[src/design/osmk_pkg.sv]
`timescale 1ns / 1ps
// Shared types and constants for the one-shot modifier key block.
// No dependencies; imported by every module of the block.
package osmk_pkg;

   localparam int unsigned MOD_COUNT = 5;

   localparam logic [2:0] CLASS_RSHIFT = 3'd0;
   localparam logic [2:0] CLASS_LSHIFT = 3'd1;
   localparam logic [2:0] CLASS_LALT   = 3'd2;
   localparam logic [2:0] CLASS_LCTRL  = 3'd3;
   localparam logic [2:0] CLASS_RGUI   = 3'd4;
   localparam logic [2:0] CLASS_OTHER  = 3'd5;

   localparam logic [15:0] TAP_WINDOW_RESET = 16'd500;

   typedef logic [MOD_COUNT-1:0] mod_mask_type;

   typedef struct packed {
      logic [2:0]  key_class;
      logic        pressed;
      logic [15:0] now_ms;
   } req_type;

   typedef struct packed {
      mod_mask_type held_mods;
      mod_mask_type armed_mods;
   } rsp_type;

endpackage

[src/design/osmk_in_stage.sv]
`timescale 1ns / 1ps
// Input register of the key event pipeline.
// Depends on osmk_pkg.
module osmk_in_stage (
   input  logic             clock,
   input  logic             reset,
   input  logic             req_valid,
   output logic             req_stall,
   input  osmk_pkg::req_type req_data,
   input  logic             advance,
   output logic             item_valid,
   output osmk_pkg::req_type item
);
   import osmk_pkg::*;

   logic    item_valid_ff;
   logic    item_valid_in;
   req_type item_ff;
   logic    load;

   assign req_stall = item_valid_ff & ~advance;
   assign load      = ~req_stall;

   always_comb begin
      item_valid_in = item_valid_ff;
      if (load) begin
         item_valid_in = req_valid;
      end
   end

   always_ff @(posedge clock) begin
      if (reset) begin
         item_valid_ff <= 1'b0;
      end else begin
         item_valid_ff <= item_valid_in;
      end
      if (load && req_valid) begin
         item_ff <= req_data;
      end
   end

   assign item_valid = item_valid_ff;
   assign item       = item_ff;

endmodule

[src/design/osmk_core.sv]
`timescale 1ns / 1ps
// Modifier state registers and the per-event update logic.
// Depends on osmk_pkg.
module osmk_core (
   input  logic              clock,
   input  logic              reset,
   input  logic [15:0]       tap_window,
   input  logic              fire,
   input  osmk_pkg::req_type item,
   output osmk_pkg::rsp_type rsp_next
);
   import osmk_pkg::*;

   mod_mask_type active_ff, active_in;
   mod_mask_type armed_ff, armed_in;
   mod_mask_type held_ff, held_in;
   logic [15:0]  press_time_ff, press_time_in;

   mod_mask_type bit_mask;
   mod_mask_type other_mask;
   mod_mask_type drop_mask;
   logic         is_mod;
   logic         other_on;
   logic         in_window;
   logic [15:0]  elapsed;

   always_comb begin
      is_mod     = (item.key_class < 3'(MOD_COUNT));
      bit_mask   = '0;
      other_mask = '0;
      if (is_mod) begin
         bit_mask[item.key_class] = 1'b1;
      end
      if (item.key_class == CLASS_RSHIFT) begin
         other_mask[CLASS_LSHIFT] = 1'b1;
      end else if (item.key_class == CLASS_LSHIFT) begin
         other_mask[CLASS_RSHIFT] = 1'b1;
      end
      elapsed   = item.now_ms - press_time_ff;
      in_window = (elapsed < tap_window);
      other_on  = |(active_ff & other_mask);
      drop_mask = bit_mask | (other_on ? other_mask : '0);

      active_in     = active_ff;
      armed_in      = armed_ff;
      held_in       = held_ff;
      press_time_in = press_time_ff;

      if (is_mod) begin
         if (item.pressed) begin
            if (~|(active_ff & bit_mask)) begin
               active_in     = active_ff | bit_mask;
               held_in       = held_ff | bit_mask;
               press_time_in = item.now_ms;
            end else begin
               active_in = active_ff & ~bit_mask;
               armed_in  = armed_ff & ~bit_mask;
            end
         end else begin
            if ((|(active_ff & bit_mask)) && !other_on && in_window) begin
               armed_in = armed_ff | bit_mask;
            end else begin
               active_in = active_ff & ~drop_mask;
               armed_in  = armed_ff & ~drop_mask;
               held_in   = held_ff & ~drop_mask;
            end
         end
      end else if (item.pressed) begin
         held_in   = held_ff & ~armed_ff;
         armed_in  = '0;
         active_in = '0;
      end
   end

   always_ff @(posedge clock) begin
      if (reset) begin
         active_ff     <= '0;
         armed_ff      <= '0;
         held_ff       <= '0;
         press_time_ff <= '0;
      end else if (fire) begin
         active_ff     <= active_in;
         armed_ff      <= armed_in;
         held_ff       <= held_in;
         press_time_ff <= press_time_in;
      end
   end

   assign rsp_next.held_mods  = held_in;
   assign rsp_next.armed_mods = armed_in;

endmodule

[src/design/osmk_out_stage.sv]
`timescale 1ns / 1ps
// Result register of the key event pipeline.
// Depends on osmk_pkg.
module osmk_out_stage (
   input  logic              clock,
   input  logic              reset,
   input  logic              item_valid,
   input  osmk_pkg::rsp_type rsp_next,
   output logic              advance,
   output logic              rsp_valid,
   input  logic              rsp_stall,
   output osmk_pkg::rsp_type rsp_data
);
   import osmk_pkg::*;

   logic    rsp_valid_ff;
   rsp_type rsp_ff;

   assign advance = ~rsp_valid_ff | ~rsp_stall;

   always_ff @(posedge clock) begin
      if (reset) begin
         rsp_valid_ff <= 1'b0;
      end else if (advance) begin
         rsp_valid_ff <= item_valid;
      end
      if (advance && item_valid) begin
         rsp_ff <= rsp_next;
      end
   end

   assign rsp_valid = rsp_valid_ff;
   assign rsp_data  = rsp_ff;

endmodule

[src/design/one_shot_modifier_keys.sv]
`timescale 1ns / 1ps
// Top level of the one-shot modifier key block: tap window register and pipeline.
// Depends on osmk_pkg, osmk_in_stage, osmk_core, osmk_out_stage.
//
//   channel  direction  handshake              payload
//   req      in         req_valid / req_stall  req_data  (osmk_pkg::req_type)
//   rsp      out        rsp_valid / rsp_stall  rsp_data  (osmk_pkg::rsp_type)
//   csr      in         csr_we                 csr_wdata (tap window, ms)
//
// One transaction per cycle unless the result is stalled; each result passes
// through the input register and the result register around the update.
// Reset clears modifier state and loads a 500 ms tap window.
// A stalled result holds the pipeline; the input register still takes one
// transaction while the result waits.
module one_shot_modifier_keys (
   input  logic              clock,
   input  logic              reset,
   input  logic              req_valid,
   output logic              req_stall,
   input  osmk_pkg::req_type req_data,
   output logic              rsp_valid,
   input  logic              rsp_stall,
   output osmk_pkg::rsp_type rsp_data,
   input  logic              csr_we,
   input  logic [15:0]       csr_wdata
);
   import osmk_pkg::*;

   logic [15:0] tap_window_ff;
   logic        advance;
   logic        item_valid;
   req_type     item;
   rsp_type     rsp_next;

   always_ff @(posedge clock) begin
      if (reset) begin
         tap_window_ff <= TAP_WINDOW_RESET;
      end else if (csr_we) begin
         tap_window_ff <= csr_wdata;
      end
   end

   osmk_in_stage u_in_stage (
      .clock      (clock),
      .reset      (reset),
      .req_valid  (req_valid),
      .req_stall  (req_stall),
      .req_data   (req_data),
      .advance    (advance),
      .item_valid (item_valid),
      .item       (item)
   );

   osmk_core u_core (
      .clock      (clock),
      .reset      (reset),
      .tap_window (tap_window_ff),
      .fire       (item_valid & advance),
      .item       (item),
      .rsp_next   (rsp_next)
   );

   osmk_out_stage u_out_stage (
      .clock      (clock),
      .reset      (reset),
      .item_valid (item_valid),
      .rsp_next   (rsp_next),
      .advance    (advance),
      .rsp_valid  (rsp_valid),
      .rsp_stall  (rsp_stall),
      .rsp_data   (rsp_data)
   );

endmodule

[config.mk]
export PLATFORM = sky130hd
export DESIGN_NAME = one_shot_modifier_keys
export DESIGN_NICKNAME = d
export VERILOG_FILES = /design/src/design/osmk_pkg.sv /design/src/design/osmk_in_stage.sv /design/src/design/osmk_core.sv /design/src/design/osmk_out_stage.sv /design/src/design/one_shot_modifier_keys.sv
export SDC_FILE = /design/constraint.sdc
export NUM_CORES = 1
export LEC_CHECK = 0
export BUFFER_PORTS_ARGS = -buffer_cell sky130_fd_sc_hd__buf_4
export CAP_MARGIN = 20
export CORE_ASPECT_RATIO = 0.9
export CORE_MARGIN = 2
export CORE_UTILIZATION = 45
export DETAILED_ROUTE_END_ITERATION = 12
export PLACE_DENSITY_LB_ADDON = 0.15
export SYNTH_ARGS = -nofsm -noshare
export SYNTH_HDL_FRONTEND = slang
export SYNTH_HIERARCHICAL = 1
export SYNTH_SLANG_ARGS = --single-unit
[constraint.sdc]
create_clock -name clock -period 4.76 [get_ports clock]
set_input_delay 0.238 -clock clock [delete_from_list [all_inputs] [get_ports clock]]
set_output_delay 0.238 -clock clock [all_outputs]
set_load 0.03 [all_outputs]
# After elaboration in Yosys (flattened, before gate mapping)
# Index checks and enable logic that the tools add are counted.
# totals
regBits,79
in_bits,41
output_inout_bits,12
word_cells,76
# classes
add_sub_neg,1
order_cmp,4
n_eq_ne,2
mux,22
bitwise_logic,23
reduce_logical,12
# ops
cell,n
two-way mux 5 bit,16
bitwise AND 5 bit,7
bitwise OR 5 bit,4
< comparator 16 bit,1
subtractor 16 bit,1
NOT 5 bit,3
OR reduction 5 bit,2
bitwise AND 5 x 2 -> 5 bit,1
logical AND 1 bit,5
NOT 1 bit,5
"< comparator 3 x 4 -> 1 bit, second input constant",1
two-way mux 1 bit,4
AND reduction 4 bit,1
demux 1 bit (select 3 bit),1
"== test 3 x 1 -> 1 bit, second input constant",1
">= comparator 3 x 1 -> 1 bit, second input constant",1
zero test 3 bit,1
"< comparator 3 bit, second input constant",1
AND reduction 3 bit,1
bitwise AND 1 bit,2
two-way mux 2 bit,1
"inequality test 2 bit, second input constant",1
nonzero test 2 bit,1
zero test 1 bit,1
bitwise OR 1 bit,1

# Depth between registers and ports, before layout
# Gate-level depths: netlist of run 1.
# logic_depth
ltp_word,12
mapped_depth,18
ltp_nobuf,17

# Hierarchy
# The synthesis of run 1 kept the hierarchy.
# by_module_without_submodules
mod,n_inst,cells_each,area_per_inst_um2,seq_area_each_um2
osmk_core,1,396,2932.8,620.6
osmk_in_stage,1,24,650.6,620.6
one_shot_modifier_keys,1,53,606.8,320.3
osmk_out_stage,1,15,339.1,320.3

# Worst setup path before layout of run 1
# Ideal clock, no wire load.
# synth_path
kind,register to register
from,"reg u_in_stage.item_ff, in the netlist u_in_stage/item[1]"
to,reg u_core.armed_ff[0]
setup_time_ns,0.068
t_arrival_ns,3.991
t_required_ns,4.692
slack_ns,0.702
stages_incl_launch_ff,17
path_buffers,1
period_less_slack_ns,4.058
cell_sequence,edfxtp_1 ha_1 nor2b_1 o21a_1 a311o_1 a21bo_2 a21o_1 or4_1 nand4_1 ha_1 nand4_1 a21oi_1 or4b_4 a211o_1 buf_6 or3_1 a21oi_2
# synth_via
elab_chain_cells,6
# synth_lines
item,line,source
from (decl),osmk_in_stage.sv:18,req_type item_ff;
from (signal assigned),osmk_in_stage.sv:38,item_ff <= req_data;
subtractor 16 bit,osmk_core.sv:39,elapsed = item.now_ms - press_time_ff;
< comparator 16 bit,osmk_core.sv:40,in_window = (elapsed < tap_window);
logical AND 1 bit,osmk_core.sv:60,if ((|(active_ff & bit_mask)) && !other_on && in_window) begin
two-way mux 5 bit,osmk_core.sv:60,
two-way mux 5 bit,osmk_core.sv:50,if (item.pressed) begin
two-way mux 5 bit,osmk_core.sv:49,if (is_mod) begin
to (signal assigned),osmk_core.sv:83,armed_ff <= armed_in;
to (decl),osmk_core.sv:15,"mod_mask_type armed_ff, armed_in;"
# No other way between the ends.
# A chain may end at the register's enable or synchronous reset.

# Worst setup path after layout of run 1
# Same ends and word-level chain as after synthesis.

==> results of run 1 <==
[per-layer routing]
metal / global-route usage, % / vias up / routed length, um
li1: - / 1820 / -
met5: 0 / - / 0
met1: 26.68 / 1732 / 4842
met3: 4.980 / 13 / 447
met2: 30.25 / 74 / 4400
met4: 6.037 / 0 / 144
[registers in the layout, summed over array words and instances (netlist names)]
signal,cells
u_in_stage/item,20
tap_window_ff,16
u_core/press_time_ff,16
u_out_stage/rsp_data,10
u_core/active_ff,5
u_core/armed_ff,5
u_core/held_ff,5
u_in_stage/item_valid,1
u_out_stage/rsp_valid,1
[where the power goes]
group | leakage, nW | internal (mW) | switching (mW)
combinational | 1.27 | 0.125 | 0.149
sequential | 0.691 | 0.732 | 0.0255
clock | 0.0981 | 0.253 | 0.245
total | 2.06 | 1.11 | 0.420
[cell families after synthesis]
family	share of synthesized area [%]
buffers and inverters	7.044
AOI/OAI and AO/OA	18.43
and+or+nand+nor	14.86
adders and majority gates	8.950
DFF	41.55
xor gates and xnor gates	2.514
muxes	6.657
[area by class of cell]
cell class | instances | area share [%]
clock buffers | 10 | 2.662
clock inverters | 6 | 1.162
inverters | 47 | 3.412
multi-input cells | 337 | 45.18
flip-flops and latches | 79 | 36.40
well taps | 126 | 3.049
repair buffers | 55 | 8.132
[worst min path at each step]
stage                                       end  slack, ns
final                        u_in_stage/item[5]       0.05
after global routing        u_in_stage/item[14]       0.03
after CTS                    u_in_stage/item[8]       0.03
after detailed placement    u_in_stage/item[16]       0.42
after global placement      u_in_stage/item[15]       0.42
after floorplan           u_out_stage/rsp_valid       0.31
[synth_stat cells, drive strengths merged (10+ instances only)]
| cell type | count | share of area [%] |
|---|---|---|
| mux2i | 29 | 6.4 |
| dfxtp | 49 | 22 |
| o21ai | 31 | 3.4 |
| nand2 | 24 | 2.0 |
| ha | 30 | 8.3 |
| clkbuf | 15 | 1.3 |
| nor2b | 13 | 2.0 |
| edfxtp | 30 | 20 |
| buf | 10 | 1.9 |
| inv | 47 | 3.9 |
| nor2 | 54 | 4.5 |
| a21oi | 33 | 3.7 |
[metrics by stage]
step	setup WS [ns]	cells	utilization [%]
final	0.4414	660	53.07
after global routing	0.1952	660	53.07
after CTS	0.4416	659	52.92
after detailed placement	0.4488	643	50.89
after global placement	0.5494	643	50.89
after floorplan	0.7017	488	-
==> impl_results.md, run 1 <==
* Status: completed
* Hold slack final at about 0.053 ns
* Syn Inst Count at 488
* Crit-path cells: ha_1 -> nor2b_1 -> o21a_1 -> a311o_1 -> a21bo_2 -> a21o_1 -> or4_1 -> nand4_1 -> ha_1 -> nand4_1 -> a2111oi_0 -> or4b_4 -> a211o_1 -> or3_1 -> a21oi_2
* Min-delay src: req_data[5]
* Initial Util at 46.49%
* Drt first pass iters at 4
* # port buffers at 52
* Post-Layout Inst Area at 5170 um2
* Clk sinks at between 70 and 80
* Slowest cell on crit path: or4b_4
* Via Count at about 3,600
* Asr flop ratio synth at 0%
* Worst R2R Path Depth at 15
* Synth Warn # at 6
* DP Area at about 5000 um2
* WP buf/inv at 0
* Number of global-route vias before repair at ~3,500
* Critical Path Fanout Max at 10
* Row cnt at 34
* Critical Path AT at approximately 4.6 ns
* Final setup fails at 0
* Area delta synth->final at 14.14%
* Worst Hold Depth at 1
* Count of max-cap constraint violations at 0
* First-pass GRT wire length at around 17,000 um
* Clk_skew at 0.006745 ns
* Leak pwr at 2.056 nW
* Dpl hpwl at 6963 um
* Critical path capture point type: register
* H-tree lvl count at 3
* CTS tree: yes
* Post-CTS Repair Setup Buffers at 0
* Levels on crit path at 15
* Worst endpoint required time at about 5.1 ns
* EDFF count, synth at 30
* Reg2Reg Launch Point: u_in_stage/item[1]
* R2r setup slk at approximately 0.44 ns
* Flip-flop and latch area at approximately 1900 um2
* IO Count at 53
* Area of the mapped netlist at between 4000 and 5000 um2
* Die height at 99.18 um
* TritonCTS Buffers at 9
* CTS Hold Bufs at 0
* Pwr per Cell Area at 296.1 nW/um2
* Fin crit share at ~90%
* CORE AREA at 9742 um2
* Total Nets Final at between 600 and 700
* Crit Path Class: reg -> reg
* Fmax at 231.6 MHz
* Longest Clk Path Bufs at 2
* Post-CTS sizing at 0
* Mean Syn Cell Area at 9.281 um2
* Startpoint Class: register
* Post-route antenna net violation count at 0
* Worst path max stage delay at about 0.5 ns
* Max Slew Vio Count at 0
* Setup TNS at 0 ns
* Tot Pwr at 1.531 mW
* Die Wd at 109.8 um
* All-Layer GR Usage at between 10% and 20%
* Synth Flop Type: dfxtp_1
* Filler Cells Inserted at 901
* Critical Path Source: u_in_stage/item[1]
* Die ar. at roughly 11,000 um2
* DRT iter0 DRCs at about 180
* Clk Latency, worst-skew pair at 0.36 ns
* Reg-to-reg critical path endpoint: u_core/armed_ff[0]
* Wirelength per Cell at roughly 15 um
* Largest net degree at the start of global routing at 51
* N_diodes at 0
* Vias/cell at about 5.5
* Post-synthesis cell type count at 68
* Multi-input logic area at 2336 um2
* Max VDD drop at between 0.15 and 0.2 mV
* Net Count, Synth at 560
* Synth Register Bits at 79
* Max-Slew Margin vs Limit at roughly two fifths
* Total gr overflow at 0
* Ratio of cells with drive above 1 in the final layout at 16.29%
* Top Family by Delay on Critical Path: compound AO/OA/AOI/OAI gates
* Worst Tran Pin Value at 0.8901 ns
* RSZ-0062 raised after global routing: false
* Root buffer cell: clkbuf_8
* DRC at 0
* Worst-path clk slew at roughly 0.080 ns
* Setup crit end: u_core/armed_ff[0]
* Register area share after synthesis at 41.55%
* Initial antenna violation count at 0
* Minimum clock period at around 4.3 ns
* Most frequent cells in the layout: 54 x nor2_1, 54 x buf_4, 49 x dfxtp_1
* Final-report hold violation count at 0
* Hold WC Path Type: in -> reg
* WL final at 9835 um
* GP Congestion at 0.8587
(Power assumes the default switching activity.)
==> run 2: changes to the inputs <==
--- a/config.mk
+++ b/config.mk
@@ -7,7 +7,7 @@
 export LEC_CHECK = 0
 export BUFFER_PORTS_ARGS = -buffer_cell sky130_fd_sc_hd__buf_4
 export CAP_MARGIN = 20
-export CORE_ASPECT_RATIO = 0.9
+export CORE_ASPECT_RATIO = 0.8
 export CORE_MARGIN = 2
 export CORE_UTILIZATION = 45
 export DETAILED_ROUTE_END_ITERATION = 12
==> impl_results.md, run 2 (synthesis results as in run 1) <==
* Busiest grt layer: met2
* Die height at 93.74 um (-5.5%)
* R2r setup slk at 0.34 ns (-0.10 ns)
* Crit-path cells: ha_1 -> nor2b_1 -> o21a_1 -> a311o_1 -> a21bo_2 -> a21o_1 -> or4_1 -> nand4_1 -> ha_1 -> nand4_1 -> a21oi_1 -> or4b_4 -> a21oi_1 -> nor2_1 -> a311oi_1
* Setup WS post-layout at 0.3394 ns (-0.1019 ns)
* Ratio of cells with drive above 1 in the final layout at 16.10% (-0.19 points)
* Final core occ at 54.54% (+1.5 points)
* Initial antenna violation count at 0 (unchanged)
* CORE AREA at 9729 um2 (-0.13%)
* Top Family by Delay on Critical Path: compound AO/OA/AOI/OAI gates
* Worst endpoint required time at 4.93 ns (-0.13 ns)
* Most frequent cells in the layout: 54 x nor2_1, 54 x buf_4, 49 x dfxtp_1
* Filler Cells Inserted at 908 (+0.78%)
* Clk Latency, worst-skew pair at 0.34 ns (-0.02 ns)
* Total placed cells including tap cells at 653 (+1.6%)
* First-pass GRT wire length at 16,890 um (+2.3%)
* Largest net degree at the start of global routing at 51 (unchanged)
* WL final at 10,060 um (+2.2%)
* Number of flip-flops in the largest register at 20 (unchanged)
* Pre-CTS WS at 0.3982 ns (-0.05054 ns)
* TritonCTS Buffers at 9 (unchanged)
* Wirelength per Cell at 15.01 um (+0.72%)
* Post-route antenna net violation count at 0 (unchanged)
* Slowest cell on crit path: or4b_4
* IO Count at 53 (unchanged)
* Setup TNS at 0 ns (unchanged)
* Status: completed
* Number of global-route vias before repair at 3,542 (+1.8%)
* Grt met1 use at 28.05% (+1.4 points)
* DRC at 0 (unchanged)
* Area delta synth->final at 17.15%
* Worst path max stage delay at 0.52 ns (+0.02 ns)
* GR Util met3 at 4.710% (-0.27 points)
* DRT iter0 DRCs at 220 (+20%)
* # port buffers at 52 (unchanged)
* Root buffer cell: clkbuf_16
* Post-CTS sizing at 0 (unchanged)
* Crit Path Class: reg -> reg
* Critical Path AT at 4.59 ns (-0.02 ns)
* RSZ-0062 raised after global routing: false
* Longest Clk Path Bufs at 2 (unchanged)
* Fin crit share at 92.87% (+2.1 points)
* Max-Slew Margin vs Limit at 41.22% (+0.56 points)
* All-Layer GR Usage at 19.71% (+0.22 points)
* Vias/cell at 5.445 (-1.2%)
* Max Slew Vio Count at 0 (unchanged)
* Initial Util at 46.55% (+0.060 points)
* Critical Path Fanout Max at 5 (-5)
* Via Count at 3,648 (+0.25%)
* Met2 usage at 29.73% (-0.52 points)
* Layout Cells excl Fill at 670 (+1.5%)
* Startpoint Class: register
* Minimum clock period at 4.421 ns (+0.1019 ns)
* Count of max-cap constraint violations at 0 (unchanged)
* H-tree lvl count at 3 (unchanged)
* GP Congestion at 0.8390 (-2.3%)
* CTS tree: yes
* Clk sinks at 79 (unchanged)
* Total Nets Final at 601 (unchanged)
* Die ar. at 10,890 um2 (about the same)
* N_diodes at 0 (unchanged)
* Tot Pwr at 1.741 mW (+14%)
* CTS Hold Bufs at 0 (unchanged)
* Clk_skew at 0.01232 ns (+0.005572 ns)
* Row cnt at 32 (-5.9%)
* Die Wd at 116.2 um (+5.8%)
* Pwr per Cell Area at 328.0 nW/um2 (+11%)
* Post-CTS Repair Setup Buffers at 0 (unchanged)
* Final setup fails at 0 (unchanged)
* WP buf/inv at 0 (unchanged)
* Hold WC Path Type: in -> reg
* Drt first pass iters at 5 (+1)
* Critical path capture point type: register
* Max VDD drop at 0.2172 mV (+17%)
* Worst-path clk slew at 0.07 ns (about the same)
* Final-report hold violation count at 0 (unchanged)
* Leak pwr at 2.110 nW (+2.6%)
* Total gr overflow at 0 (unchanged)
* Worst Tran Pin Value at 0.8818 ns (-0.008330 ns)
* Dpl hpwl at 7150 um (+2.7%)
* Fmax at 226.2 MHz (-2.3%)
run 2: final timing paths:
check | from | to | cells after the start
min | req_data[13] | u_in_stage/item[13] | 1
max reg2reg | u_in_stage/item[1] | u_out_stage/rsp_data[9] | 15
min reg2reg | u_core/held_ff[1] | u_core/held_ff[1] | 2
max | u_in_stage/item[1] | u_out_stage/rsp_data[9] | 15
run 2: final cells by class:
| type | count | area, um2 | area share [%] |
|---|---|---|---|
| Multi-Input combinational cell | 337 | 2336 | 44.02 |
| Clock buffer | 11 | 254.0 | 4.787 |
| Inverter | 47 | 176.4 | 3.325 |
| Timing Repair Buffer | 55 | 432.9 | 8.158 |
| Clock inverter | 5 | 55.05 | 1.037 |
| Sequential cell | 79 | 1882 | 35.46 |
| Tap cell | 136 | 170.2 | 3.207 |
run 2: report_power, final:
group          switching [mW]  internal, mW
Combinational           0.152         0.127
Sequential             0.0252         0.733
Clock                   0.267         0.436
Total                   0.444          1.30
run 2: metrics by stage:
stage               hold WS, ns  cell area, um2
global route            0.06324            5306
finish                  0.07687            5306
CTS                     0.06706            5279
detailed placement       0.4174            4970
floorplan                0.3104            4529
global placement         0.4169            4970
run 2: worst register-to-register path, stage by stage (launching register included):
cell and delay (ns):
edfxtp_1 0.42, ha_1 0.31, nor2b_1 0.14, o21a_1 0.19, a311o_1 0.42, a21bo_2 0.21, a21o_1 0.21, or4_1 0.40
nand4_1 0.11, ha_1 0.24, nand4_1 0.11, a21oi_1 0.06, or4b_4 0.52, a21oi_1 0.41, nor2_1 0.20, a311oi_1 0.32
run 2: per-layer routing:
layer	vias up	routed length [um]
met2	99	4343
met1	1716	5117
li1	1822	-
met3	11	485
met4	0	110
met5	-	0
